File: src/hw/rtl/u8san_pkg.sv
// Shared types, byte constants and decode helpers for the UTF-8 sanitizer.
// Used by the engine, the emitter and the top level; depends on nothing.
package u8san_pkg;

   localparam int COUNT_BITS_DEFAULT = 32;
   localparam int BURST_MAX = 6;
   localparam int BURST_CNT_BITS = 3;

   localparam logic [31:0] LIMIT_RESET = 32'hFFFF_FFFF;

   // Item kinds on the request side.
   localparam logic KIND_DATA = 1'b0;
   localparam logic KIND_END = 1'b1;

   localparam logic [7:0] ASCII_TOP = 8'h80;
   localparam logic [1:0] CONT_TAG = 2'b10;
   localparam logic [7:0] LEAD2_LO = 8'hC2;
   localparam logic [7:0] LEAD2_HI = 8'hDF;
   localparam logic [7:0] LEAD3_LO = 8'hE0;
   localparam logic [7:0] LEAD3_HI = 8'hEF;
   localparam logic [7:0] LEAD4_LO = 8'hF0;
   localparam logic [7:0] LEAD4_HI = 8'hF4;
   localparam logic [7:0] LEAD_SURR = 8'hED;
   localparam logic [7:0] SEC3_MIN = 8'hA0;
   localparam logic [7:0] SURR_MAX = 8'h9F;
   localparam logic [7:0] SEC4_MIN = 8'h90;
   localparam logic [7:0] SEC4_MAX = 8'h8F;

   // Replacement character, first byte in the lowest slot.
   localparam logic [2:0][7:0] REPL_SEQ = {8'hBD, 8'hBF, 8'hEF};
   localparam logic [2:0] REPL_LEN = 3'd3;

   typedef struct packed {
      logic [BURST_MAX-1:0][7:0] bytes;
      logic [BURST_CNT_BITS-1:0] count;
      logic                      end_mark;
      logic                      trunc;
   } burst_type;

   function automatic logic [2:0] lead_width(input logic [7:0] b);
      logic [2:0] w;
      w = 3'd0;
      if (b >= LEAD2_LO && b <= LEAD2_HI) w = 3'd2;
      else if (b >= LEAD3_LO && b <= LEAD3_HI) w = 3'd3;
      else if (b >= LEAD4_LO && b <= LEAD4_HI) w = 3'd4;
      return w;
   endfunction

   // Overlong, surrogate and out-of-range checks on the second byte.
   function automatic logic second_ok(input logic [2:0] w, input logic [7:0] lead,
                                      input logic [7:0] sec);
      logic ok;
      if (w == 3'd2) begin
         ok = 1'b1;
      end else if (w == 3'd3) begin
         ok = !(lead == LEAD3_LO && sec < SEC3_MIN) && !(lead == LEAD_SURR && sec > SURR_MAX);
      end else begin
         ok = !(lead == LEAD4_LO && sec < SEC4_MIN) && !(lead == LEAD4_HI && sec > SEC4_MAX);
      end
      return ok;
   endfunction

endpackage

File: src/hw/rtl/u8san_emitter.sv
// Result register: holds one item's burst of bytes and sends one beat per cycle while rsp_tready is high.
// Depends on u8san_pkg.
module u8san_emitter (
   input  logic                 clock,
   input  logic                 reset,
   input  logic                 load,
   input  u8san_pkg::burst_type burst,
   output logic                 free,
   output logic                 rsp_tvalid,
   input  logic                 rsp_tready,
   output logic [7:0]           rsp_tdata,
   output logic [1:0]           rsp_tuser,
   output logic                 rsp_tlast
);

   logic [u8san_pkg::BURST_MAX-1:0][7:0]  bytes_ff;
   logic [u8san_pkg::BURST_CNT_BITS-1:0]  cnt_ff;
   logic                                  end_ff;
   logic                                  trunc_ff;
   logic                                  final_beat;

   assign final_beat = (cnt_ff == 3'd1);
   // A new burst may come in as the final beat of the current one leaves.
   assign free = (cnt_ff == 3'd0) || (final_beat && rsp_tready);

   assign rsp_tvalid = (cnt_ff != 3'd0);
   assign rsp_tdata = bytes_ff[0];
   assign rsp_tlast = final_beat;
   assign rsp_tuser[0] = end_ff && final_beat;
   assign rsp_tuser[1] = trunc_ff && end_ff && final_beat;

   always_ff @(posedge clock) begin
      if (reset) begin
         cnt_ff <= '0;
      end else if (load) begin
         cnt_ff <= burst.count;
      end else if (rsp_tvalid && rsp_tready) begin
         cnt_ff <= cnt_ff - 3'd1;
      end
   end

   always_ff @(posedge clock) begin
      if (load) begin
         bytes_ff <= burst.bytes;
         end_ff <= burst.end_mark;
         trunc_ff <= burst.trunc;
      end else if (rsp_tvalid && rsp_tready) begin
         bytes_ff <= {8'h00, bytes_ff[u8san_pkg::BURST_MAX-1:1]};
      end
   end

endmodule

File: config.mk
export PLATFORM = sky130hd
export DESIGN_NAME = u8san_emitter
export DESIGN_NICKNAME = d
export VERILOG_FILES = /design/src/hw/rtl/u8san_pkg.sv /design/src/hw/rtl/u8san_emitter.sv
export SDC_FILE = /design/constraint.sdc
export NUM_CORES = 1
export LEC_CHECK = 0
export BUFFER_PORTS_ARGS = -buffer_cell sky130_fd_sc_hd__buf_2
export CAP_MARGIN = 10
export CORE_ASPECT_RATIO = 0.75
export CORE_MARGIN = 2
export CORE_UTILIZATION = 55
export DETAILED_ROUTE_END_ITERATION = 8
export PLACE_DENSITY = 0.84
export SYNTH_ARGS = -nofsm -noshare
export SYNTH_HDL_FRONTEND = slang
export SYNTH_SLANG_ARGS = --single-unit
File: constraint.sdc
create_clock -name clock -period 3.2 [get_ports clock]
set_input_delay 0.16 -clock clock [delete_from_list [all_inputs] [get_ports clock]]
set_output_delay 0.16 -clock clock [all_outputs]
set_load 0.1 [all_outputs]
==> results_dict.tcl <==
set metrics [dict create \
    dpl.hpwl_um 2510 \
    grt_max_degree 49 \
    rsz0062_at_grt "no" \
    hold_class "in2reg" \
    clock_latency_ns 0.29 \
    io_buffers 69 \
    wl_per_cell_um 14.2 \
    h-tree-depth 2 \
    cts_resized 0 \
    synth_area_sq_um 2370 \
    first_pass_iters 4 \
    skew_ns 0.00369 \
    slew_headroom_pct 61.3 \
    ys_warn_count 0 \
    postCtsSetupBuffers 0 \
    die_x_um 79.8 \
    stdcell_count 259 \
    drt_iter0_markers 41 \
    start_util_pct 57.7 \
    clock.fmax_mhz 549 \
    coreArea_sq_um 4100 \
    place.gp.congestion 0.829 \
    final_common_cell "buf_2" \
    synth-seq-cells 53 \
    first_global_vias 1291 \
    cts_root_buf "clkbuf_8" \
    grt_overflow 0 \
    cts_made_buffers 5 \
    post-synth-top-area-fraction_pct 63.4 \
    row_count 20 \
    irDropWorstVdd_mv 0.313 \
    ant_nets 0 \
    grt_usage_pct 16.2 \
    synthCells 141 \
    cp_max_fo 48 \
    yosys.cell_types.count 26 \
    power.density_nw_per_um2 548 \
    postCtsHoldBufs 0 \
    nNetsFinal 264 \
    drive_above_1_share_pct 59.3 \
    cts.sinks 53 \
    ioPinCount 70 \
    period_needed_ns 1.82 \
    fin_crit_sh_pct 57.0 \
    vias 1311 \
    final-hold-violation-count 0 \
    synth.yosys.seq_area_share_pct 66.0 \
    required_ns 3.13 \
    slew_violations 0 \
    drc_errors 0 \
    setup_tns_ns 0 \
    syn_area_per_cell_sq_um 16.8 \
    place_inst 252 \
    mappedNetlistNets 201 \
    cp-end-kind "flip-flop" \
    synth_area_leaders "edfxtp_1 (63%), mux2_2 (19%), buf_4 (3.8%)" \
    die_h_um 60.8 \
    antenna_found_initial 0 \
    yosys.area.top_type "edfxtp_1" \
    worstPathArrival_ns 1.75 \
    setup_viol 0 \
    cp-start-kind "flip-flop" \
    maxCapViolations 0 \
    cts_tree "built" \
    cts_max_path_buffers 2 \
    area_growth_pct 16.7 \
    wl_um 3690 \
    insertedDiodeCount 0 \
    leakagePower_uw 0.00112 \
    layout_common_cells "buf_2 (69), edfxtp_1 (50), mux2_2 (40), and2_1 (9), clkbuf_8 (5)" \
    crit_type "reg2reg" \
    viasPerCell 5.06 \
    status "complete, no violations" \
    dieArea_sq_um 4850 \
    worstMarginPinSlew_ns 0.580 \
    grt_pass1_wl_um 5690 \
    clkTransAtPathRegs_ns 0.08 \
]
==> synthesized netlist by cell type <==
cell / instances
a211oi_1: 1
ha_1: 3
a311o_1: 1
dfxtp_1: 3
nand2b_4: 1
a311oi_1: 1
and4b_1: 1
a21boi_0: 1
edfxtp_1: 50
buf_2: 1
buf_4: 12
and2_1: 9
clkbuf_1: 1
o22ai_2: 1
a21o_2: 1
mux2_2: 40
and3_1: 1
a21oi_1: 1
inv_1: 3
nor2_1: 1
a2111oi_2: 1
nand2_1: 3
nor3_1: 1
nor2b_1: 1
buf_6: 1
and2b_2: 1
==> logic make-up after synthesis <==
group / share of synthesized area, %
flops: 66.0
fa+ha+maj: 1.59
buf+inv: 5.13
compound gates: 3.17
mux: 19.0
simple gates: 5.13
==> metrics by stage <==
step | util, % | total power, uW | instance area, sq um | hold WS [ns] | worst slack, ns
3_5_place_dp | 65.5 | 1200 | 2690 | 0.340 | 1.37
5_1_grt | 67.3 | 1580 | 2760 | 0.0279 | 1.28
3_3_place_gp | 65.5 | 1190 | 2690 | 0.338 | 1.49
4_1_cts | 67.3 | 1530 | 2760 | 0.0304 | 1.37
6_report | 67.3 | 1510 | 2760 | 0.0403 | 1.38
2_1_floorplan | - | 1140 | 2370 | 0.239 | 1.18
==> sequential cells by signal, indices dropped and copies added, names as in the netlist <==
| signal | cells |
|---|---|
| trunc_ff | 1 |
| bytes_ff | 40 |
| end_ff | 1 |
| rsp_tdata | 8 |
| cnt_ff | 3 |
==> metal layers <==
layer  share of wire [%]  up-vias  track usage [%]
li1                    -      644                -
met1                  41      606             19.3
met2                  49       55             27.5
met3                 7.7        6             4.91
met4                 2.2        0             8.47
met5                   0        -                0
==> layout make-up <==
class | count | area (sq um)
Fill cell | 311 | 1340
Timing Repair Buffer | 71 | 360
Clock buffer | 6 | 72.6
Tap cell | 55 | 68.8
Multi-Input combinational cell | 70 | 684
Clock inverter | 1 | 3.75
Inverter | 3 | 11.3
Sequential cell | 53 | 1560
==> worst paths after layout <==
path	start	to	slack, ns	cells past startpoint
setup reg to reg	cnt_ff[0]	bytes_ff[11]	1.38	5
setup / recovery	cnt_ff[0]	bytes_ff[11]	1.38	5
hold / removal	burst[0]	trunc_ff	0.04	1
hold reg to reg	cnt_ff[1]	cnt_ff[1]	0.52	2
==> report_power, final <==
group          leakage, uW  switching, uW  internal, uW  total, uW
sequential        0.000531           18.6           852        871
combinational     0.000555            211          99.7        311
clock            0.0000387            185           148        333
==> worst max-delay path, cell delays in order, from the launching register on <==
cell and delay [ns]:
dfxtp_1 0.39, inv_1 0.09, ha_1 0.25, nand2b_4 0.12, a21o_2 0.13, buf_4 0.48
Power figures use the tool's default switching activity.
